## config.mk

```make
export PLATFORM = sky130hd
export DESIGN_NAME = iccp_delay
export DESIGN_NICKNAME = d
export VERILOG_FILES = /design/src/iccp_delay.sv
export SDC_FILE = /design/constraint.sdc
export NUM_CORES = 1
export LEC_CHECK = 0
export ABC_CLOCK_PERIOD_IN_PS = 2000
export BUFFER_PORTS_ARGS = -buffer_cell sky130_fd_sc_hd__buf_2
export CAP_MARGIN = 20
export CORE_AREA = 4 4 41 43
export CTS_CLUSTER_DIAMETER = 100
export DETAILED_ROUTE_END_ITERATION = 8
export DIE_AREA = 0 0 45 47
export GPL_ROUTABILITY_DRIVEN = 0
export RECOVER_POWER = 25
export SETUP_SLACK_MARGIN = 0.1
export SLEW_MARGIN = 15
export SYNTH_ARGS = -nofsm -noshare
export SYNTH_HDL_FRONTEND = slang
export SYNTH_SLANG_ARGS = --single-unit
```

## constraint.sdc

```tcl
create_clock -name clk -period 2 [get_ports clk]
set_clock_uncertainty 0.2 [all_clocks]
set_input_delay 0.6 -clock clk [delete_from_list [all_inputs] [get_ports clk]]
set_output_delay 0.6 -clock clk [all_outputs]
set_load 0.02 [all_outputs]
```

## src/iccp_delay.sv

```systemverilog
module iccp_delay #(
	parameter int unsigned W = 2,
	parameter int unsigned N = 4
) (
	input  logic         clk,
	input  logic         arst_n,
	input  logic         en,
	input  logic [W-1:0] d,
	output logic [W-1:0] q
);

	logic [W-1:0] line_s [N];

	always_ff @(posedge clk or negedge arst_n) begin
		if (!arst_n) begin
			for (int i = 0; i < N; i++) begin
				line_s[i] <= '0;
			end
		end else if (en) begin
			line_s[0] <= d;
			for (int i = 1; i < N; i++) begin
				line_s[i] <= line_s[i-1];
			end
		end
	end

	assign q = line_s[N-1];

endmodule

```

# Yosys cells after proc, flatten, opt, wreduce, memory -nomap -nowiden

Index checks and enable logic that the tools add are counted.

Register bits after elaboration: 8
Input port bits: 5
Output and inout port bits: 2

# Longest topological paths before layout

Depth in word-level cells: 0
Mapped depth: 2

# Least setup slack after synthesis

Ideal clock, no wire load.

Path type: input to register
Start point: in en
End point: reg line_s[2] in the netlist's numbering
Library setup time: 125 ps
Arrival time: 1017 ps
Setup slack: 658 ps
Cell stages on the path: 2
Path buffers: 1
Cell sequence: buf_6 -> mux2_4

RTL lines:

| what                           | RTL line | source |
|---|---|---|
| start: declaration             | 7        | `input logic en,` |
| end signal: indexed assignment | 22       | `line_s[i] <= line_s[i-1];` |
| end: declaration               | 12       | `logic [W-1:0] line_s [N];` |

No word-level cell between the ends.

# Final worst setup path

Start point: reg line_s, in the netlist q[1]
End point: out q[1]

RTL lines:

| what             | RTL line | source |
|---|---|---|
| end: declaration | 9        | `output logic [W-1:0] q` |

No word-level cell between the ends.

==> flow_summary.yaml <==
outcome:
  run_status: "finished clean"
finish:
  fin_nets: 33
  drive_above_1_share_pct: 61.5
  area_growth_pct: 15.5
  final_cell_area_um2: 400
  fillCellCount: 140
  antenna_cells: 0
  mostFrequentLayoutCells: "mux2_4 (8), dfrtp_1 (8), buf_2 (5)"
clock_tree:
  cts-buffers-inserted: 3
  clk_latency_ps: 240
  clock_path_buffers: 2
  tritoncts: "done"
  clkSinkCount: 8
  cts_setup_buffers: 0
  clk_root_buffer_cell: "clkbuf_4"
  htree_levels: 1
  clkTransAtPathRegs_ps: 50
synth:
  ys_warn_count: 0
  synth_nets: 24
  ys_seq_area_share_pct: 57.8
  synthesis.instances: 19
  yosysTopAreaCell: "dfrtp_1"
  syn_area_um2: 347
  ys_top_cells_by_area: "dfrtp_1 (58%), mux2_4 (35%), buf_4 (4.3%), buf_6 (3.2%)"
  synth.avg_cell_area_um2: 18.2
  synth_cell_type_count: 4
  synth-seq-cells: 8
  synth_top_cell_area_share_pct: 57.8
critical_path:
  critPathKind: "flop to output port"
  reg2reg_depth: 1
  rrSetupSlack_ps: 1040
  crit_cells: 1
  reg2reg_to: "line_s[4]"
  critPathCapture: "q[1]"
  reg2reg_from: "line_s[4]"
  cp_num_buf_inv: 1
  cpPeakStageDelay_ps: 370
  cp_top_family: "flip-flops"
  crit_required_ps: 1200
  critPathCaptureType: "output port"
  path_cells: "buf_2"
  cp_slowest_cell: "dfrtp_1"
  crit_path_start_kind: "flop"
  arrival_ps: 780
  crit_start: "q[1]"
  path_max_fanout: 2
flow_run:
  maxCapViolCount: 0
timing:
  relSlewSlack_pct: 71.5
  setup_tns_ps: 0
  tightest_slew_ps: 428
  rsz0062_at_grt: "no"
  min_period_ps: 1580
  finalSetupViolCount: 0
  final_max_slew_viol_count: 0
  min_period_over_period_pct: 78.8
  fmax_mhz: 634
  hold_violations: 0
detailed_routing:
  dr.pass1.iters: 2
  viasPerCell: 3.90
  vias: 160
  wl_per_cell_um: 11.1
  route.detailed.drc: 0
  wl_um: 457
  drtIter0Drc: 2
  ant_nets: 0
placement:
  placed_cell_area_um2: 369
  io_buffers: 6
global_route:
  grt_max_degree: 9
  antenna_found_initial: 0
  grt_pass1_wl_um: 821
  first_global_vias: 197
  gr-total-overflow: 0
  grt_usage_pct: 5.59
die:
  dieHeight_um: 47
  die-width_um: 45
  start_util_pct: 26.6
  ios: 7
  dieArea_um2: 2120
  rows: 13
  core_um2: 1300
power_and_ir_drop:
  ir_drop_mv: 0.266
  combPwrFrac_pct: 19.9
  clkPwrFrac_pct: 29.1
  seqPwrFrac_pct: 51.0
  p_switching_mw: 0.0948
  p_sw_share_pct: 23.5
  power.leakage_nw: 0.199
  p_int_mw: 0.308
  p_per_area_nw_per_um2: 1010
min_path:
  hold_class: "flop to flop"
sequential cells by signal (all words and copies together), names as in the netlist:
name / count
q: 2
line_s: 6
worst min path at each step:
stage / start / end / slack (ps) / cells past startpoint
after global placement: arst_n / q[1] / 250 / 1
after CTS: q[0] / q[0] / 310 / 1
final: q[0] / q[0] / 310 / 1
after floorplan: arst_n / line_s[2] / 100 / 0
after detailed placement: arst_n / q[1] / 250 / 1
after global routing: line_s[4] / line_s[2] / 330 / 1
area by class of cell:
cell class                 instances  area, um2  share of cell area, %
clock buffer                       3       22.5                   5.62
multi-input combinational          8        120                   30.0
sequential                         8        200                   50.0
tap                               15       18.8                   4.69
timing repair buffer               7       38.8                   9.69
kinds of logic after synthesis:
group,after synthesis,synth area share (%)
buffers and inverters,3,7.58
muxes,8,34.7
DFF,8,57.8
cells in the mapped netlist:
cell type and number:
mux2_4 8, buf_4 2, dfrtp_1 8, buf_6 1
power by group through the flow:
| stage | registers [mW] | logic (mW) | clock network (mW) |
|---|---|---|---|
| finish | 0.205 | 0.0800 | 0.117 |
| global route | 0.210 | 0.0872 | 0.126 |
| CTS | 0.206 | 0.0817 | 0.122 |
| detailed placement | 0.208 | 0.0798 | 0 |
| global placement | 0.207 | 0.0785 | 0 |
| floorplan | 0.204 | 0.0765 | 0 |
layer usage:
metal / up-vias / GRT usage [%] / routed length [um] / part of all wire (%)
li1: 77 / - / - / -
met1: 77 / 7.96 / 258 / 56
met2: 6 / 6.78 / 163 / 36
met3: 0 / 2.30 / 35 / 7.7
met4: 0 / 3.51 / 0 / 0
met5: - / 0 / 0 / 0
per-stage QoR:
step	hold slack [ps]	std cells	setup slack [ps]	utilization (%)	power [mW]
floorplan	104	19	658	-	0.280
CTS	315	41	406	30.9	0.409
global placement	245	37	521	28.4	0.285
global route	329	41	387	30.8	0.423
detailed placement	251	37	513	28.4	0.288
finish	307	41	424	30.8	0.403
timing repair:
action                    4_1_cts  5_1_grt
resized for setup               0        0
hold buffers                    1        0
hold endpoints to repair        8        0
No activity file was read; power rests on OpenSTA's default activity.
