$ cat src/iccp_div.sv
module iccp_div #(
	parameter int unsigned CW = 16,
	parameter int unsigned FW = 16
) (
	input  logic          clk,
	input  logic          en,
	input  logic [CW-1:0] count,
	input  logic [CW-1:0] limit,
	output logic [FW-1:0] q
);

	localparam int unsigned N = CW + FW;

	// restoring division of count << FW, one quotient bit per stage;
	// q keeps only the last FW quotient bits, i.e. the fraction
	logic [CW-1:0] rem_s [N];
	logic [CW-1:0] cnt_s [N];
	logic [FW-1:0] q_s   [N];

	for (genvar j = 0; j < N; j++) begin : gen_step
		logic [CW-1:0] rem_i;
		logic [CW-1:0] cnt_i;
		logic [FW-1:0] q_i;
		logic [CW:0]   part;
		logic          ge;

		if (j == 0) begin : gen_head
			assign rem_i = '0;
			assign cnt_i = count;
			assign q_i   = '0;
		end else begin : gen_chain
			assign rem_i = rem_s[j-1];
			assign cnt_i = cnt_s[j-1];
			assign q_i   = q_s[j-1];
		end

		assign part = {rem_i, cnt_i[CW-1]};
		assign ge   = (part >= {1'b0, limit});

		always_ff @(posedge clk) begin
			if (en) begin
				rem_s[j] <= ge ? CW'(part - {1'b0, limit}) : CW'(part);
				cnt_s[j] <= cnt_i << 1;
				q_s[j]   <= {q_i[FW-2:0], ge};
			end
		end
	end

	assign q = q_s[N-1];

endmodule

$ cat config.mk
export PLATFORM = sky130hd
export DESIGN_NAME = iccp_div
export DESIGN_NICKNAME = d
export VERILOG_FILES = /design/src/iccp_div.sv
export SDC_FILE = /design/constraint.sdc
export NUM_CORES = 2
export LEC_CHECK = 0
export BUFFER_PORTS_ARGS = -buffer_cell sky130_fd_sc_hd__buf_2
export CAP_MARGIN = 25
export CORE_MARGIN = 3
export CORE_UTILIZATION = 29
export CTS_CLUSTER_SIZE = 12
export DETAILED_ROUTE_END_ITERATION = 8
export PLACE_DENSITY_LB_ADDON = 0.08
export SYNTH_ARGS = -nofsm -noshare
export SYNTH_HDL_FRONTEND = slang
export SYNTH_SLANG_ARGS = --single-unit
$ cat constraint.sdc
create_clock -name clk -period 6.4 [get_ports clk]
set_input_delay 0.32 -clock clk [delete_from_list [all_inputs] [get_ports clk]]
set_output_delay 0.32 -clock clk [all_outputs]
set_load 0.02 [all_outputs]
# --- Word level (Yosys, flattened, before mapping) ---
# Memories as Yosys holds them, arrays and structs flattened.
# Index checks and enable logic that the tools add are counted.
op_classes:
  n_addsub: 32
  mul: 0
  div_mod_pow: 0
  magnitude_cmp: 32
  n_eq_ne: 0
  n_shift: 0
  n_mux: 34
  bitwise: 0
  n_reduce_logical: 0
ops:
  columns: ["op", "n"]
  rows:
  - ["greater-or-equal comparator 17 x 16 -> 1 bit", 31]
  - ["2-to-1 mux 16 bit", 32]
  - ["subtractor 16 bit", 31]
  - ["greater-or-equal comparator 1 x 16 -> 1 bit", 1]
  - ["subtractor 1 x 16 -> 16 bit", 1]
  - ["2-to-1 mux 1 bit", 2]
totals:
  ff_bits: 0
  latch_bits: 0
  ramBits: 1504
  mem_bits_ro: 0
  in_bits: 34
  out_inout_bits: 16
  word_cells: 101
  mem_count: 3
mem_list:
  columns: ["name", "depth", "word_bits", "read_ports", "rd_ports_with_merged_regs", "write_ports", "line", "text"]
  rows:
  - ["q_s", 32, 16, 32, 0, 32, "18", "logic [FW-1:0] q_s [N];"]
  - ["rem_s", 32, 16, 31, 0, 32, "16", "logic [CW-1:0] rem_s [N];"]
  - ["cnt_s", 32, 15, 31, 0, 32, "17", "logic [CW-1:0] cnt_s [N];"]

# --- Depth between registers and ports, before layout ---
# An unclocked memory read counts as a cell.
depth:
  word_depth: 3
  mapped_depth: 14
  mapped_depth_nobuf: 12

# --- Worst setup path before layout ---
# No wires, ideal clock.
synth_timing:
  path_type: "in2reg"
  start: "in limit[1]"
  end: "mem rem_s[8][6], in the netlist rem_s[0][134], data pin"
  setup_ps: 260
  arrival_time_ps: 4334
  t_required_ps: 6140
  path_slack_ps: 1805
  path_stages: 12
  n_path_buf: 2
  cell_sequence: "clkbuf_1 -> inv_1 -> ha_1 -> nor2b_4 -> o31a_1 -> o31ai_4 -> a211oi_1 -> nor2_1 -> or4b_1 -> a311oi_4 -> buf_6 -> mux2_4"
synth_rtl:
  columns: ["element", "line", "text"]
  rows:
  - ["start: declaration", "8", "input logic [CW-1:0] limit,"]
  - ["end: declaration", "16", null]

==> flow_metrics.tcl <==
set metrics [dict create \
    status "finished, final reports clean" \
    hpwl_um 94140 \
    core.rowCount 152 \
    antenna_left 0 \
    tightestPinTransition_ns 1.015 \
    grt_overflow 0 \
    period_share_pct 62.10 \
    drt-pass1-iter-count 5 \
    internal_power_mw 19.69 \
    routed_wl_um 135200 \
    start_util_pct 29.29 \
    clock_skew_ns 0.03538 \
    root_buffer "clkbuf_16" \
    synth_top_area_share_pct 44.74 \
    fmax_mhz 251.6 \
    fin_util_pct 33.42 \
    synth_fp_nets 5035 \
    yosys_warnings 0 \
    grt_start_max_net_pins 158 \
    layoutNonFillerInstCount 7011 \
    vias 34931 \
    ir_drop_mv 0.2248 \
    hold_viol_final 0 \
    drcViolationCount 0 \
    gp_congestion 0.7845 \
    via_per_inst 4.982 \
    powerDensity_mw_per_mm2 549.0 \
    comb_power_share_pct 50.9 \
    synth_seq_cells 752 \
    cts_tree "done" \
    synth-edff-count 752 \
    netSwitchingPower_mw 11.93 \
    grt_pass1_vias 35228 \
    clockPowerShare_pct 19.2 \
    synth.distinct_cells 95 \
    track_usage_pct 14.94 \
    path_clk_slew_ns 0.07 \
    area_growth_pct 14.11 \
    antenna_found_initial 1 \
    cap_violations 0 \
    crit_arrival_ns 4.44 \
    dp_cells 6808 \
    cts_setup_buffers 0 \
    portBuffers 49 \
    critPathSlowestCell "a311oi_4" \
    worstSetupEndpointType "register" \
    postSynthCellCount 4474 \
    wire_per_inst_um 19.29 \
    finalSetupViolCount 0 \
    cp_cell_sequence "buf_2, clkinv_2, ha_1, nor2b_1, o31a_1, o31ai_4, a211oi_1, nor2_1, or4b_4, a311oi_4, mux2_2" \
    synth.avg_cell_area_um2 11.28 \
    seqPwrFrac_pct 29.9 \
    crit_type "input pin to register" \
    dieArea_mm2 0.1791 \
    cp-start-kind "input pin" \
    grt_pass1_wl_um 210100 \
    rsz0062_at_grt "no" \
    swShare_pct 37.72 \
    cts.sinks 752 \
    cts_made_buffers 99 \
    slew_viol_final 0 \
    power_mw 31.61 \
    cts_max_level 3 \
    required_ns 6.87 \
    fin_crit_ns 3.975 \
    crit_fanout 23 \
    die_width_um 423.2 \
    synth.area.top_cells "edfxtp_1 45%, ha_1 12%, mux2_2 5.9%, xnor2_1 3.7%, a21oi_1 2.9%" \
    cts_max_path_buffers 3 \
    die_h_um 423.2 \
    max_stage_delay_ns 0.85 \
    drtIter0Drc 1955 \
    synth_area_leader_cell "edfxtp_1" \
    hold_path.class "input pin to register" \
    core_area_mm2 0.1723 \
    syn_area_mm2 0.05047 \
    ioPinCount 50 \
    clk_latency_ns 0.72 \
    final_nets 5180 \
    ys_seq_area_share_pct 44.74 \
    ys.flop_type "edfxtp_1" \
    final.setup.tns_ns 0 \
    drive_gt1_share_pct 13.85 \
    maxSlewHeadroom_pct 32.35 \
    whs_ns 0.1142 \
    async_reset_ff_share_pct 0 \
    p_leak_nw 21.99 \
]
[Yosys cell counts (80+ instances only)]
library cell	instances
nand3_1	87
ha_1	497
inv_1	161
xor2_1	102
nor3_1	95
a21o_1	124
o21ai_0	250
mux2_2	265
nor2_1	286
edfxtp_1	752
xnor2_1	212
a21oi_1	293
o21a_1	80
nand2_1	263
[per-stage QoR]
| step | worst slack (ns) | area (µm²) |
|---|---|---|
| 2_1_floorplan | 1.805 | 50470 |
| 3_3_place_gp | 1.542 | 53790 |
| 3_5_place_dp | 1.641 | 53830 |
| 4_1_cts | 2.448 | 57500 |
| 5_1_grt | 2.189 | 57580 |
| 6_report | 2.425 | 57590 |
[cell families (layout without fill, tap and decap cells)]
group | after synthesis | count (layout) | synth area share (%)
xor+xnor | 314 | 314 | 5.449
buf+inv | 236 | 461 | 1.872
other cells | 0 | 2 | 0
flops | 752 | 752 | 44.74
mux | 341 | 341 | 7.718
fa+ha+maj | 527 | 527 | 13.51
simple gates | 1117 | 1117 | 10.95
compound gates | 1187 | 1187 | 15.76
[layout by cell type (no fill, tap or decap), types with 26 or more instances in the layout]
| master | count |
|---|---|
| mux2i_1 | 34 |
| a21o_1 | 124 |
| a211oi_1 | 46 |
| or3_1 | 31 |
| ha_1 | 497 |
| o21bai_1 | 32 |
| nand4_1 | 71 |
| nand3_1 | 87 |
| nor2b_1 | 62 |
| clkbuf_16 | 103 |
| o21a_1 | 80 |
| xnor2_1 | 212 |
| and3_1 | 28 |
| edfxtp_1 | 752 |
| nand2b_1 | 63 |
| o211ai_1 | 28 |
| buf_4 | 37 |
| o31ai_1 | 48 |
| nor4_1 | 26 |
| mux2_4 | 26 |
| a21boi_0 | 29 |
| mux2_2 | 265 |
| a31oi_1 | 34 |
| nor3_1 | 95 |
| or2_2 | 32 |
| fa_1 | 30 |
| nor2_1 | 286 |
| xor2_1 | 102 |
| inv_1 | 146 |
| o31a_1 | 34 |
| a21oi_1 | 293 |
| nand2_1 | 263 |
| o21ai_0 | 249 |
| buf_2 | 47 |
[per-layer routing]
metal	track usage, %	up-vias	wire [µm]
met5	0	-	0
met2	24.96	389	63860
met4	4.105	0	3248
met3	2.129	162	3637
li1	-	17535	-
met1	20.15	16845	64470
[registers in the layout, indices dropped and copies added, names as in the netlist]
| name | flops |
|---|---|
| q_s | 136 |
| rem_s | 496 |
| cnt_s | 120 |
[path summary, 6_finish.rpt]
| kind | end | depth (start not counted) | slack, ns | from |
|---|---|---|---|---|
| worst max-delay path | rem_s[0][115] | 11 | 2.43 | limit[1] |
| worst min-delay path | rem_s[0][10] | 3 | 0.11 | limit[3] |
| worst max register to register | rem_s[0][115] | 9 | 2.60 | rem_s[0][96] |
| worst min register to register | q_s[1][102] | 0 | 0.41 | q_s[1][85] |
[critical path: cells and delay by family]
kind | cells | cell delay, ns
AO/OA/AOI/OAI | 4 | 1.57
adder cells (fa/ha/maj) | 1 | 0.58
buffers and inverters | 2 | 0.72
multiplexers | 1 | 0.42
AND/OR/NAND/NOR | 3 | 0.79
[what timing repair did]
action,in CTS,in global routing
hold endpoints to repair,15,0
hold buffers,15,0
gates resized for setup,0,0
[power groups by stage]
stage	Sequential, mW	Clock, mW	Combinational [mW]
floorplan	8.92	0	12.7
global placement	9.63	0	16.0
detailed placement	9.55	0	16.0
CTS	9.49	6.35	16.2
global route	9.65	6.52	18.1
finish	9.44	6.08	16.1
[area by class of cell]
class                   instances  area, µm²
diodes                          2      5.005
clock buffers                 113       2615
clock inverters                68      902.1
fillers                     17242     114700
inverters                     164      616.8
multi-input cells            3486      26990
flip-flops and latches        752      22580
well taps                    2310       2890
repair buffers                116      988.4
No activity file was read; power rests on OpenSTA's default activity.
