**src/iccp_pkg.sv**
```systemverilog
package iccp_pkg;

	localparam int unsigned FIELD_BITS     = 16;
	localparam int unsigned CHANNEL_BITS   = 8;
	localparam int unsigned CFG_INDEX_BITS = 4;

	localparam logic [FIELD_BITS-1:0] LIMIT_RESET = 16'd100;
	localparam logic [FIELD_BITS-1:0] SHIFT_RESET = 16'd0;

	// 9 * 255, 15 * 255 and 255 * 255
	localparam int unsigned RED_GAIN   = 2295;
	localparam int unsigned GREEN_GAIN = 3825;
	localparam int unsigned BLUE_SCALE = 65025;

	typedef enum logic [CFG_INDEX_BITS-1:0] {
		CFG_ITERATION_LIMIT = 4'd0,
		CFG_PALETTE_SHIFT   = 4'd1
	} cfg_index_t;

	typedef struct packed {
		logic valid;
		logic black;
	} pipe_ctl_t;

endpackage

```
**src/iccp_root.sv**
```systemverilog
module iccp_root #(
	parameter int unsigned FW = 16
) (
	input  logic                                clk,
	input  logic                                en,
	input  logic [FW+iccp_pkg::FIELD_BITS-1:0]  target,
	output logic [iccp_pkg::CHANNEL_BITS-1:0]   root
);

	localparam int unsigned CB = iccp_pkg::CHANNEL_BITS;
	localparam int unsigned TW = FW + iccp_pkg::FIELD_BITS;

	// largest root with root^2 << FW not above target, one bit per stage
	logic [CB-1:0] root_s [CB];
	logic [TW-1:0] tgt_s  [CB];

	for (genvar k = 0; k < CB; k++) begin : gen_bit
		logic [CB-1:0]   root_i;
		logic [TW-1:0]   tgt_i;
		logic [CB-1:0]   cand;
		logic [2*CB-1:0] sq;

		if (k == 0) begin : gen_head
			assign root_i = '0;
			assign tgt_i  = target;
		end else begin : gen_chain
			assign root_i = root_s[k-1];
			assign tgt_i  = tgt_s[k-1];
		end

		assign cand = root_i | (CB'(1) << (CB - 1 - k));
		assign sq   = cand * cand;

		always_ff @(posedge clk) begin
			if (en) begin
				root_s[k] <= ({sq, {FW{1'b0}}} <= tgt_i) ? cand : root_i;
				tgt_s[k]  <= tgt_i;
			end
		end
	end

	assign root = root_s[CB-1];

endmodule

```
**config.mk**
```make
export PLATFORM = sky130hd
export DESIGN_NAME = iccp_root
export DESIGN_NICKNAME = d
export VERILOG_FILES = /design/src/iccp_pkg.sv /design/src/iccp_root.sv
export SDC_FILE = /design/constraint.sdc
export NUM_CORES = 1
export LEC_CHECK = 0
export BUFFER_PORTS_ARGS = -buffer_cell sky130_fd_sc_hd__buf_2
export CORE_ASPECT_RATIO = 1.1
export CORE_MARGIN = 2
export CORE_UTILIZATION = 47
export DETAILED_ROUTE_END_ITERATION = 8
export GPL_TIMING_DRIVEN = 0
export MAX_ROUTING_LAYER = met4
export SKIP_CTS_REPAIR_TIMING = 1
export SLEW_MARGIN = 20
export SYNTH_ARGS = -nofsm -noshare
export SYNTH_HDL_FRONTEND = slang
export SYNTH_SLANG_ARGS = --single-unit
```
**constraint.sdc**
```tcl
create_clock -name clk -period 6.2 [get_ports clk]
set_input_delay 0.62 -clock clk [delete_from_list [all_inputs] [get_ports clk]]
set_output_delay 0.62 -clock clk [all_outputs]
set_load 0.005 [all_outputs]
```
## Yosys cells after proc, flatten, opt, wreduce, memory -nomap -nowiden

Memories as Yosys holds them, arrays and structs flattened.
Index checks and enable logic that the tools add are counted.

- Register bits after elaboration: 0
- Memory bits (writable): 320
- Bits of input ports: 34
- Output and inout bits: 8
- Logic and storage cells: 27
- Memories kept: 2

Memories:

| name | words | bits a word | rd ports | clocked after Yosys merged registers in | wr ports | line | source |
|---|---|---|---|---|---|---|---|
| tgt_s | 8 | 32 | 7 | 0 | 8 | iccp_root.sv:15 | `logic [TW-1:0] tgt_s [CB];` |
| root_s | 8 | 8 | 8 | 0 | 8 | iccp_root.sv:14 | `logic [CB-1:0] root_s [CB];` |

- Multiply operators: 7
- Order comparisons: 8
- Muxes and demuxes: 10

Operators with widths:

| operator | number |
|---|---|
| <= comparator 32 bit | 7 |
| multiplier 8 x 8 -> 16 bit | 7 |
| <= comparator 31 x 32 -> 1 bit (first input constant) | 1 |
| two-way mux 8 bit | 1 |
| two-way mux 7 bit | 1 |
| two-way mux 6 bit | 1 |
| two-way mux 5 bit | 1 |
| two-way mux 4 bit | 1 |
| two-way mux 1 bit | 3 |
| two-way mux 3 bit | 1 |
| two-way mux 2 bit | 1 |

## Depth between registers and ports, before layout

An unclocked memory read counts as a cell.

- Word-level depth: 4
- Mapped depth: 22

## Least setup slack after synthesis

Ideal clock, no wire load.

- Kind: flip-flop to flip-flop
- Start point: memory root_s[1][18] (netlist name)
- End point: memory root_s[1][24] (netlist name) (data pin)
- Library setup time: 264 ps
- Data arrival time: 5098 ps
- Path slack: 838 ps
- Cell stages (with the launch flop): 21
- Buffers on the path: 0
- Clock period less this slack: 5362 ps
- Cell sequence: edfxtp_1 > nand2_1 > fa_1 > inv_1 > fa_1 > fa_1 > inv_1 > fa_1 > inv_1 > ha_1 > o21ai_0 > a21o_1 > a31oi_1 > nor4b_1 > a311o_1 > ha_1 > nand4_1 > nor3_1 > o21ai_0 > o211ai_1 > o21ai_0

RTL lines:

| what | line |
|---|---|
| from (decl) | iccp_root.sv:14 |

==> metrics.md <==
| Metric | Value |
|---|---|
| Syn Inst Count | `between 1000 and 1500` |
| Clock skew | `between 0.009 and 0.01 ns` |
| Fill cell count | `approximately 2500` |
| CTS tree | `built` |
| Flop2flop setup slack | `around 0.27 ns` |
| Fraction of layout cells with a size suffix above 1 | `0.0877` |
| Hold Vio Cnt, Final | `0` |
| Slowest cell on crit path | `edfxtp_1` |
| Final ANT Viol Nets | `0` |
| Worst reg2reg path startpoint | `root_s[1][11]$_DFFE_PP_` |
| # IOs | `42` |
| VDD IR max | `approximately 0.00033 V` |
| Die Span X | `around 170 um` |
| Syn-to-layout area delta | `11.6%` |
| Clock insertion delay at the later pin of the skew report | `between 0.5 and 0.6 ns` |
| GRT Util Overall | `0.152` |
| Total clock buffers created by CTS | `27` |
| DRT iter0 DRCs | `305` |
| Fin area | `between 15000 and 20000 um2` |
| WL final | `22100 um` |
| Worst EP required | `6.48 ns` |
| Synth area leader | `edfxtp_1` |
| Vias/cell | `between 5 and 6` |
| Period Utilization, post-route | `0.956` |
| Worst-path clk slew | `around 0.060 ns` |
| Status | `completed` |
| Nets | `about 1400` |
| Core area | `slightly below 30000 um2` |
| FP Rows | `between 60 and 70` |
| Most numerous cell on the critical path | `fa_1` |
| Netlist cell types | `50` |
| Startpoint types | `register` |
| Largest cells by area after synthesis | `edfxtp_1 (56%), ha_1 (15%), fa_1 (7.7%), inv_1 (4.9%), xnor2_1 (2.8%)` |
| Seq cells post-synth | `260` |
| Drt pass-1 iters | `5` |
| GRT Residual Overflow | `0` |
| TNS Setup | `0 ns` |
| Transition time of the tightest slew-check pin | `around 0.59 ns` |
| Synth top area share | `0.556` |
| Initial antenna violation count | `0` |
| Setup crit start | `root_s[1][11]$_DFFE_PP_` |
| IO Port Bufs | `41` |
| Worst Setup End Kind | `register` |
| Cell Chain, Critical Path | `ha_1, fa_1, inv_1, fa_1, fa_1, fa_1, inv_1, ha_1, o21a_1, o31a_1, or3_1, a221o_1, xnor2_1, ha_1, and4_1, nand2_1, a21oi_1, a211o_1, o41ai_1` |
| Htree depth | `1` |
| Setup CP Type | `register to register` |
| Max_cap viols | `0` |
| Number of global-route vias before repair | `7839` |
| Seq/Total Area, Yosys | `0.556` |
| Ys async rst share | `0` |
| Die Area | `between 30000 and 40000 um2` |
| Vias | `a little under 8000` |
| Buffer depth of the longest clock path | `3` |
| Relative slew slack | `0.608` |
| Synthesized area per cell | `~13 um2` |
| Antenna Cells | `0` |
| Pwr dens | `between 500 and 600 nW/um2` |
| EDFF count, synth | `260` |
| Largest net degree at the start of global routing | `100` |
| Area taken by multi-input logic gates | `about 5500 um2` |
| Total nets after synthesis | `approximately 1300` |
| WHS | `0.253 ns` |
| Initial Util | `0.477` |
| First-pass GRT wire length | `about 37000 um` |
| WL per Instance | `between 10 and 15 um` |
| Crit Path Max Fanout | `9` |
| GP Congestion | `0.788` |
| DRC | `0` |
| Crit path to | `root_s[1][17]$_DFFE_PP_` |
| WP data arrival | `6.21 ns` |
| Fin. max-slew vios | `0` |
| Final setup vio count | `0` |
| FF/Latch Area | `around 8000 um2` |
| Leak Pwr | `roughly 0.0067 uW` |
| FF-to-FF path depth | `19` |
| Clock sinks | `260` |
| Reg2Reg Capture Point | `root_s[1][17]$_DFFE_PP_` |
| Die Height | `approximately 190 um` |
| Post-layout min period | `approximately 6 ns` |
| Clock root cell | `clkbuf_16` |
| Max Freq | `between 0.15 and 0.2 GHz` |
| YS warnings | `0` |
| RSZ-0062 raised after global routing | `no` |
| DP Area | `about 15000 um2` |
| CP max stage delay | `slightly below 0.6 ns` |
| Post-DP HPWL | `approximately 17000 um` |
| Synth Flop Type | `edfxtp_1` |
| Hold Crit Class | `input pin to register` |
| Synth Cell Area | `between 10000 and 15000 um2` |
through the flow:
step	cells	power, uW	utilization	worst slack (ns)
after floorplan	1050	5870	-	0.838
after global placement	1465	6850	0.500	-0.135
final	1526	8350	0.532	0.270
after detailed placement	1467	6920	0.502	-0.156
after global routing	1526	9240	0.532	0.000443
after CTS	1517	8440	0.529	-0.204
critical path, delay by kind of cell (launching register included):
family | cells | cell delay, ns
flip-flops | 1 | 0.58
XOR/XNOR | 1 | 0.14
AND/OR/NAND/NOR | 3 | 0.74
adder cells (fa/ha/maj) | 7 | 3.11
buffers and inverters | 2 | 0.09
AO/OA/AOI/OAI | 6 | 1.02
metal layers:
layer | GRT usage | wire [um]
met3 | 0.0224 | 727
met2 | 0.293 | 12100
met4 | 0.0393 | 505
met1 | 0.163 | 8720
met5 | - | 0
Yosys cell counts (all sizes together), types with 4 or more instances:
| cell type | count |
|---|---|
| fa | 54 |
| clkbuf | 8 |
| nand2 | 47 |
| nor4b | 9 |
| and4 | 4 |
| a21o | 14 |
| and3 | 4 |
| a21oi | 42 |
| a221oi | 4 |
| nor2b | 6 |
| inv | 185 |
| o21bai | 5 |
| nor4 | 28 |
| and2 | 24 |
| xor2 | 11 |
| mux2i | 4 |
| ha | 164 |
| xnor2 | 45 |
| nand4 | 16 |
| edfxtp | 260 |
| nand2b | 5 |
| or4 | 4 |
| nor3 | 9 |
| o21ai | 17 |
| o211ai | 5 |
| nor2 | 29 |
| o21a | 4 |
| nand3 | 12 |
cells in the final DEF, fill, tap and decap left out, drive strengths merged, types with 5 or more instances in the layout:
cell,count
a21o,14
a21oi,42
and2,24
buf,52
clkbuf,40
clkinv,14
edfxtp,260
fa,54
ha,164
inv,188
nand2,47
nand2b,5
nand3,12
nand4,16
nor2,29
nor2b,6
nor3,9
nor4,28
nor4b,9
o211ai,5
o21ai,17
o21bai,5
xnor2,45
xor2,11
how the worst min path moves through the flow:
stage                                       from                     end  slack, ns  cells after the start
final                                 target[26]  tgt_s[0][26]$_DFFE_PP_       0.25                      1
after global routing                  target[29]  tgt_s[0][29]$_DFFE_PP_       0.23                      1
after floorplan           tgt_s[2][25]$_DFFE_PP_  tgt_s[3][25]$_DFFE_PP_       0.42                      0
after CTS                             target[16]  tgt_s[0][16]$_DFFE_PP_       0.23                      1
after global placement    tgt_s[0][25]$_DFFE_PP_  tgt_s[1][25]$_DFFE_PP_       0.43                      0
after detailed placement  tgt_s[2][25]$_DFFE_PP_  tgt_s[3][25]$_DFFE_PP_       0.43                      0
report_power, final:
part           switching, uW  total, uW  internal, uW
logic                   2580       4700          2120
clock network            645       1450           808
registers               97.0       2200          2100
total                   3320       8350          5030
sequential cells by signal (all words and copies together), names as in the netlist:
name,count
root_s,36
tgt_s,224
logic make-up (layout without fill, tap and decap cells):
kind of cell	count (synthesis)	in the layout	synth area share
buffers and inverters	193	295	0.0515
and+or+nand+nor	208	208	0.0808
adders and majority gates	218	218	0.223
muxes	5	5	0.00365
DFF	260	260	0.556
xor gates and xnor gates	56	56	0.0349
AOI/OAI and AO/OA	110	110	0.0507
area by class of cell:
type                            instances  share of cell area
Timing Repair Buffer                   52              0.0215
Clock inverter                         18             0.00726
Inverter                              185              0.0443
Clock buffer                           32              0.0443
Buffer                                  8             0.00192
Sequential cell                       260               0.498
Tap cell                              374              0.0298
Multi-Input combinational cell        597               0.353
Power figures use the tool's default switching activity.
