===== config.mk =====
export PLATFORM = sky130hd
export DESIGN_NAME = iccp_mul
export DESIGN_NICKNAME = d
export VERILOG_FILES = /design/src/iccp_mul.sv
export SDC_FILE = /design/constraint.sdc
export NUM_CORES = 1
export LEC_CHECK = 0
export BUFFER_PORTS_ARGS = -buffer_cell sky130_fd_sc_hd__buf_2
export CAP_MARGIN = 10
export CORE_MARGIN = 8
export CORE_UTILIZATION = 45
export DETAILED_ROUTE_END_ITERATION = 7
export GPL_ROUTABILITY_DRIVEN = 0
export PLACE_DENSITY = 0.61
export SYNTH_ARGS = -nofsm -noshare
export SYNTH_HDL_FRONTEND = slang
export SYNTH_SLANG_ARGS = --single-unit

===== constraint.sdc =====
create_clock -name clk -period 6.44 [get_ports clk]
set_clock_uncertainty 0.2 [all_clocks]
set_input_delay 0.644 -clock clk [delete_from_list [all_inputs] [get_ports clk]]
set_output_delay 0.644 -clock clk [all_outputs]
set_load 0.02 [all_outputs]

===== src/iccp_mul.sv =====
module iccp_mul #(
	parameter int unsigned AW = 16,
	parameter int unsigned BW = 16
) (
	input  logic             clk,
	input  logic             en,
	input  logic [AW-1:0]    a,
	input  logic [BW-1:0]    b,
	output logic [AW+BW-1:0] p
);

	localparam int unsigned AL = AW / 2;
	localparam int unsigned AH = AW - AL;
	localparam int unsigned BL = BW / 2;
	localparam int unsigned BH = BW - BL;
	localparam int unsigned PW = AW + BW;

	logic [AL+BL-1:0] ll_s1;
	logic [AL+BH-1:0] lh_s1;
	logic [AH+BL-1:0] hl_s1;
	logic [AH+BH-1:0] hh_s1;
	logic [PW-1:0]    base_s2;
	logic [PW-1:0]    cross_s2;
	logic [PW-1:0]    p_s3;

	// four half-width partial products, then the cross terms, then one add
	always_ff @(posedge clk) begin
		if (en) begin
			ll_s1    <= a[AL-1:0] * b[BL-1:0];
			lh_s1    <= a[AL-1:0] * b[BW-1:BL];
			hl_s1    <= a[AW-1:AL] * b[BL-1:0];
			hh_s1    <= a[AW-1:AL] * b[BW-1:BL];
			base_s2  <= {hh_s1, ll_s1};
			cross_s2 <= (PW'(lh_s1) << BL) + (PW'(hl_s1) << AL);
			p_s3     <= base_s2 + cross_s2;
		end
	end

	assign p = p_s3;

endmodule


# [Yosys cells after proc, flatten, opt, wreduce, memory -nomap -nowiden]
# Index checks and enable logic that the tools add are counted.
[classes] addsub=2 mul=4
[ops] cell="multiplier 8 x 8 -> 16 bit" n=4
[ops] cell="adder 32 bit" n=1
[ops] cell="adder 24 x 24 -> 25 bit" n=1
[totals] reg_bits=160 input_bits=34 output_inout_bits=32

# [Logic depth before layout (Yosys ltp)]
# Gate-level depths: netlist of run 1.
[logic_depth] ltp_word=1 depth_mapped=17 depth_no_buf=16

# [Worst setup path before layout of run 1]
# OpenSTA, ideal clock, no wires.
[synth_path] path_type="input port to flip-flop" from="input port b[10]" to="register lh_s1[15] (data pin)" arrival_time_ns=4.663 path_slack_ns=1.317 cell_stages=15 cell_sequence="clkbuf_1 and2_1 fa_1 fa_1 inv_1 fa_1 fa_1 inv_1 ha_1 o21a_1 o31a_1 or4_1 a31o_2 a211o_1 xnor2_1"
[synth_between] elab_chain_len=1
[synth_lines] item="from (decl)" line="8" text="input logic [BW-1:0] b,"
[synth_lines] item="multiplier 8 x 8 -> 16 bit" line="30" text="lh_s1 <= a[AL-1:0] * b[BW-1:BL];"
[synth_lines] item="to (signal assigned)" line="30"
[synth_lines] item="to (decl)" line="19" text="logic [AL+BH-1:0] lh_s1;"
# Every way passes these cells.
# A chain may end at the register's enable or synchronous reset.

# [Worst setup path after layout of run 1]
# Ends and elaborated chain as after synthesis.

==> flow_summary.yaml, run 1 <==
setup_path:
  cp_slowest_cell: "fa_1"
  critPathLaunchType: "input pin"
  crit_path_end_kind: "flip-flop"
  r2r-start: "cross_s2[14]"
  worst-setup-path-type: "in2reg"
  r2r_cells: 7
  r2r_end: "p[21]"
  worst-r2r-setup-slack_ps: 3620
  startpoint: "b[10]"
  cp.depth: 15
  required_ps: 6410
  cp_top_family: "adder cells"
  crit_path_max_fanout: 16
  cpMostUsedCell: "fa_1"
  path_buf_inv: 3
  arrival_ps: 4930
  crit_path_max_incr_delay_ps: 540
  cp_cell_sequence: "buf_2 -> and2_1 -> fa_1 -> fa_1 -> inv_1 -> fa_1 -> fa_1 -> inv_1 -> ha_1 -> o21a_1 -> o31a_1 -> or4_1 -> a31o_2 -> a211o_1 -> xnor2_1"
  crit_end: "lh_s1[15]"
timing:
  slew_headroom: 0.4816
  tightestPinTransition_ps: 767.5
  max_freq_mhz: 201.6
  finalCriticalPeriod_ps: 4960
  hold_viol_final: 0
  finalSetupViolations: 0
  slew_violations: 0
  setup_slack_ps: 1480
  fin_setup_tns_ps: 0
  finalCritPeriodShare: 0.7702
  rsz0062_at_grt: "no"
status:
  run_status: "finished, final reports clean"
grt:
  grt_pass1_vias: 9783
  grt_max_degree: 84
  grt_use_total: 0.1658
  antenna_found_initial: 3
  grt_pass1_wl_mm: 50.01
  overflow: 0
routing:
  firstDrtPassIters: 5
  routed-via-count: 9368
  route.detailed.drc: 0
  first_iter_violations: 406
  vias_per_cell: 5.164
  final_antenna_net_count: 0
  wl_per_cell_um: 16.79
  wirelength_mm: 30.45
clock_network:
  root_buffer: "clkbuf_16"
  cts_buffers: 17
  clk_latency_ps: 420
  clk_path_buf_depth: 2
  clock-sinks: 145
  cts_max_level: 4
  cts.clk_slew.worst_paths_ps: 60
  hold_buffers: 0
  cts_tree: "yes"
  cts.repair_timing.setup_buffer_count: 0
  cts-resized-gates: 0
logic_synthesis:
  synthDistinctLibCells: 50
  yosysWarnings: 0
  synth_seq_area_share: 0.3037
  syn_area_per_cell_um2: 10.65
  postSynthRegisterBits: 145
  async_flop_share: 0
  synth_cells: 1346
  synth_edf_count: 145
  syn_area_um2: 14340
  syn_nets: 1703
  synthFlopType: "edfxtp_1"
die:
  ioPinCount: 66
  row_count: 65
  die_h_um: 194.5
  start_util: 0.4555
  dieArea_um2: 37830
  die_w_um: 194.5
  core_um2: 31470
finish:
  syn2layout_area_growth_pct: 8.936
  layout_common_cells: "213 x inv_1, 210 x and2_1, 177 x ha_1"
  drive_gt1_frac: 0.07578
  nNetsFinal: 1756
  final_common_cell: "inv_1"
  n_antenna_cell: 0
placed_design:
  dp_hpwl_mm: 24.24
  pre_cts_ws_ps: 1047
  port_buffers: 65
pwr:
  peakVddDrop_uv: 232.0
  p_per_area_nw_per_um2: 387.7
  p_leak_nw: 7.216
  p_total_mw: 6.055
job:
  cap_violations: 0
worst_hold_path:
  hp-class: "reg2reg"
-- cell type report --
| class | instances | area, um^2 |
|---|---|---|
| Inverter | 213 | 799.5 |
| Tap cell | 402 | 503.0 |
| Timing Repair Buffer | 68 | 354.1 |
| Sequential cell | 145 | 4354 |
| Clock inverter | 14 | 122.6 |
| Clock buffer | 18 | 429.2 |
| Multi-Input combinational cell | 954 | 9056 |
| Fill cell | 2893 | 15860 |
-- stage by stage --
step | util | cell area [um^2] | std cells | hold slack (ps)
after floorplan | - | 14340 | 1346 | 200.3
after global placement | 0.4787 | 15070 | 1782 | 200.5
after detailed placement | 0.4787 | 15070 | 1782 | 204.5
after CTS | 0.4962 | 15620 | 1814 | 212.2
after global routing | 0.4962 | 15620 | 1814 | 221.5
final | 0.4962 | 15620 | 1814 | 215.2
-- power by group --
group          leakage [nW]  internal, mW  total [mW]  switching (mW)
sequential             1.42          1.59        1.70           0.111
combinational          5.54          1.44        3.42            1.98
clock                 0.264         0.506       0.928           0.422
total                  7.22          3.54        6.05            2.51
-- how the worst min path moves through the flow --
stage          startpoint           to  cells past startpoint
2_1_floorplan    ll_s1[0]   base_s2[0]                      0
3_3_place_gp    hh_s1[13]  base_s2[29]                      0
6_report         hh_s1[8]  base_s2[24]                      0
5_1_grt          hh_s1[2]  base_s2[18]                      0
4_1_cts          hh_s1[3]  base_s2[19]                      0
3_5_place_dp     hh_s1[2]  base_s2[18]                      0
-- cells by family (layout without fill, tap and decap cells) --
| kind of cell | after synthesis | in the layout | synth area share |
|---|---|---|---|
| flip-flops | 145 | 145 | 0.3037 |
| adder cells (fa/ha/maj) | 323 | 323 | 0.3583 |
| XOR/XNOR | 71 | 71 | 0.04337 |
| buffers and inverters | 247 | 313 | 0.06467 |
| AND/OR/NAND/NOR | 380 | 380 | 0.1456 |
| AO/OA/AOI/OAI | 180 | 180 | 0.08439 |
-- metal layers --
layer  global-route usage  wire (um)  vias to the layer above
li1                     -          -                     4575
met2               0.2824      14850                      171
met5                    0          8                        -
met1               0.2161      13810                     4590
met3              0.02332       1100                       30
met4              0.05149        686                        2
-- synth_stat cells, types with 3 or more instances --
cell type | number | area (um^2)
inv_1 | 213 | 799.5
o21ai_0 | 27 | 135.1
a211oi_1 | 9 | 67.56
a2111oi_0 | 3 | 26.28
xnor2_1 | 58 | 508.0
nand2b_1 | 4 | 25.02
o21a_1 | 18 | 135.1
nand3_1 | 11 | 55.05
o41ai_1 | 3 | 26.28
clkbuf_1 | 34 | 127.6
xor2_1 | 13 | 113.9
and3_1 | 10 | 62.56
a22o_1 | 3 | 26.28
a31o_2 | 3 | 26.28
a21boi_0 | 3 | 22.52
nand4_1 | 6 | 37.54
o31a_1 | 6 | 52.55
nor2b_1 | 8 | 50.05
a21o_1 | 18 | 135.1
ha_1 | 177 | 2215
and2_1 | 210 | 1314
a221oi_1 | 3 | 26.28
o21bai_1 | 7 | 52.55
nand2_1 | 69 | 259.0
or4_1 | 3 | 22.52
a21oi_1 | 51 | 255.2
a31oi_1 | 4 | 25.02
nor2_1 | 44 | 165.2
a211o_1 | 4 | 35.03
or3_1 | 3 | 18.77
edfxtp_1 | 145 | 4354
o31ai_1 | 4 | 30.03
nor3_1 | 7 | 35.03
fa_1 | 146 | 2923
-- state kept, by name, indices dropped and copies added (netlist names) --
name and count:
hh_s1 16, cross_s2 17, base_s2 32, hl_s1 16, lh_s1 16, p 32
ll_s1 16
No activity file was read; power rests on OpenSTA's default activity.
==> inputs of run 2 (changes only) <==
- ABC_AREA: default -> 1
- PLACE_DENSITY: 0.61 -> 0.64
- clock period: 6.44 -> 4.3 ns (I/O delays scaled with it)
==> run 2 against run 1 <==
Clock-buffer cell count shrank 1. Global-route usage grew 0.64 points. Final cell count up 40%. Die area rose by 8.1%. Register-to-register slack worse by 1600 ps.
==> flow_summary.yaml, run 2 <==
status:
  run_status: "finished, final reports clean"
grt:
  grt_pass1_wl_mm: 57.57
  grt_use_total: 0.1722
  grt_max_degree: 108
  grt_pass1_vias: 12200
  overflow: 0
  antenna_found_initial: 0
logic_synthesis:
  synthDistinctLibCells: 24
  synth_common_cells: "575 x nand2_1, 524 x inv_1, 177 x ha_1"
  syn_area_per_cell_um2: 8.033
  synthFlopType: "edfxtp_1"
  yosysMostFrequentCell: "nand2_1"
  syn_nets: 2299
  synth_cells: 1942
  yosysTopAreaCell: "edfxtp_1"
  postSynthRegisterBits: 145
  synth_edf_count: 145
  syn_area_um2: 15600
  synth_seq_area_share: 0.2791
  yosysWarnings: 0
  async_flop_share: 0
  synth_top_area_share: 0.2791
  synthTopCellsByArea: "edfxtp_1 28%, fa_1 19%, ha_1 14%"
timing:
  setup_slack_ps: 173.5
  finalCritPeriodShare: 0.9597
  slew_violations: 0
  tightestPinTransition_ps: 956.8
  slew_headroom: 0.3621
  finalSetupViolations: 0
  finalCriticalPeriod_ps: 4127
  max_freq_mhz: 242.3
  hold_viol_final: 0
  rsz0062_at_grt: "no"
routing:
  route.detailed.drc: 0
  wl_per_cell_um: 13.34
  firstDrtPassIters: 5
  routed-via-count: 11850
  final_antenna_net_count: 0
  vias_per_cell: 4.657
  wirelength_mm: 33.96
  first_iter_violations: 661
die:
  row_count: 68
  die_h_um: 202.2
  dieArea_um2: 40880
  ioPinCount: 66
  core_um2: 34370
  start_util: 0.4538
  die_w_um: 202.2
setup_path:
  cp_cell_sequence: "buf_2 -> buf_4 -> nand2_1 -> inv_1 -> fa_1 -> fa_1 -> fa_1 -> inv_1 -> fa_1 -> inv_1 -> ha_1 -> a21oi_1 -> nor2_1 -> o21ai_0 -> nand3_1 -> nand2_1 -> nand2_1"
  critPathLaunchType: "input pin"
  crit_path_max_incr_delay_ps: 520
  required_ps: 4280
  arrival_ps: 4110
  cp_slowest_cell: "fa_1"
  crit_path_end_kind: "flip-flop"
  crit_path_max_fanout: 11
  cpMostUsedCell: "fa_1"
  worst-setup-path-type: "in2reg"
clock_network:
  cts_tree: "yes"
  cts_max_level: 4
  root_buffer: "clkbuf_16"
  hold_buffers: 0
  cts-resized-gates: 0
  cts_buffers: 17
  clock-sinks: 145
  clk_path_buf_depth: 2
  cts.repair_timing.setup_buffer_count: 0
  cts.clk_slew.worst_paths_ps: 60
  clk_latency_ps: 420
finish:
  layout.area.seq_um2: 4354
  multiInputGateArea_um2: 9042
  fin_cells: 2545
  syn2layout_area_growth_pct: 13.86
  fillers: 3278
  drive_gt1_frac: 0.1077
  nNetsFinal: 2434
  stdcell_area_um2: 17760
  n_antenna_cell: 0
  layout_common_cells: "575 x nand2_1, 524 x inv_1, 177 x ha_1"
  final_common_cell: "nand2_1"
  final_util: 0.5167
pwr:
  p_leak_nw: 10.53
  p_per_area_nw_per_um2: 558.0
  p_total_mw: 9.910
  peakVddDrop_uv: 300.0
placed_design:
  pre_cts_ws_ps: -248.8
  dp_hpwl_mm: 28.56
  placedCellCount: 2513
  port_buffers: 65
  placed_area_um2: 17170
job:
  cap_violations: 0
worst_hold_path:
  hp-class: "reg2reg"
==> run 2: cell types whose count changed after synthesis, moves of 18 or more <==
cell,before,now
o21a_1,18,0
xnor2_1,58,10
clkbuf_1,34,64
and2_1,210,3
nor2_1,44,73
xor2_1,13,40
nand3_1,11,62
nand2_1,69,575
inv_1,213,524
==> run 2: layer usage <==
metal  part of all wire  global-route usage
met1               0.47              0.2246
met4              0.020             0.04766
met5                  0                   0
met3              0.048             0.02738
met2               0.46              0.2937
==> run 2: path summary, 6_finish.rpt <==
| check | start | to | slack [ps] | depth (start not counted) |
|---|---|---|---|---|
| worst max register to register | base_s2[8] | p[20] | 2070 | 11 |
| worst min-delay path | ll_s1[2] | base_s2[2] | 210 | 0 |
| worst min register to register | ll_s1[2] | base_s2[2] | 210 | 0 |
| worst max-delay path | b[12] | lh_s1[15] | 170 | 17 |
==> run 2: final cells by class <==
class | instances | area share
clock buffer | 17 | 0.02395
clock inverter | 15 | 0.009651
inverter | 524 | 0.1107
multi-input combinational | 1209 | 0.5091
sequential | 145 | 0.2451
tap | 455 | 0.03205
timing repair buffer | 180 | 0.06939
==> run 2: worst max-delay path, delay by kind of cell <==
kind / cells / cell delay (ps)
AO/OA/AOI/OAI: 2 / 460
AND/OR/NAND/NOR: 5 / 360
adder cells (fa/ha/maj): 5 / 2210
buffers and inverters: 5 / 620
==> run 2: logic make-up (layout without fill, tap and decap cells) <==
logic type               Yosys count  after routing  synth area share
flip-flops                       145            145            0.2791
buffers and inverters            588            736            0.1415
AO/OA/AOI/OAI                     87             87           0.03080
adder cells (fa/ha/maj)          323            323            0.3293
AND/OR/NAND/NOR                  749            749            0.1912
XOR/XNOR                          50             50           0.02807
==> run 2: metrics by stage <==
stage          setup TNS [ps]  hold WS (ps)
3_3_place_gp            -1528         204.6
3_5_place_dp            -2552         204.5
2_1_floorplan          -15.48         200.3
4_1_cts                     0         211.8
6_report                    0         213.9
5_1_grt                     0         213.1
==> run 2: report_power, final <==
part / switching, mW / internal (mW)
combinational: 3.52 / 2.37
clock: 0.614 / 0.871
sequential: 0.169 / 2.37
total: 4.30 / 5.61
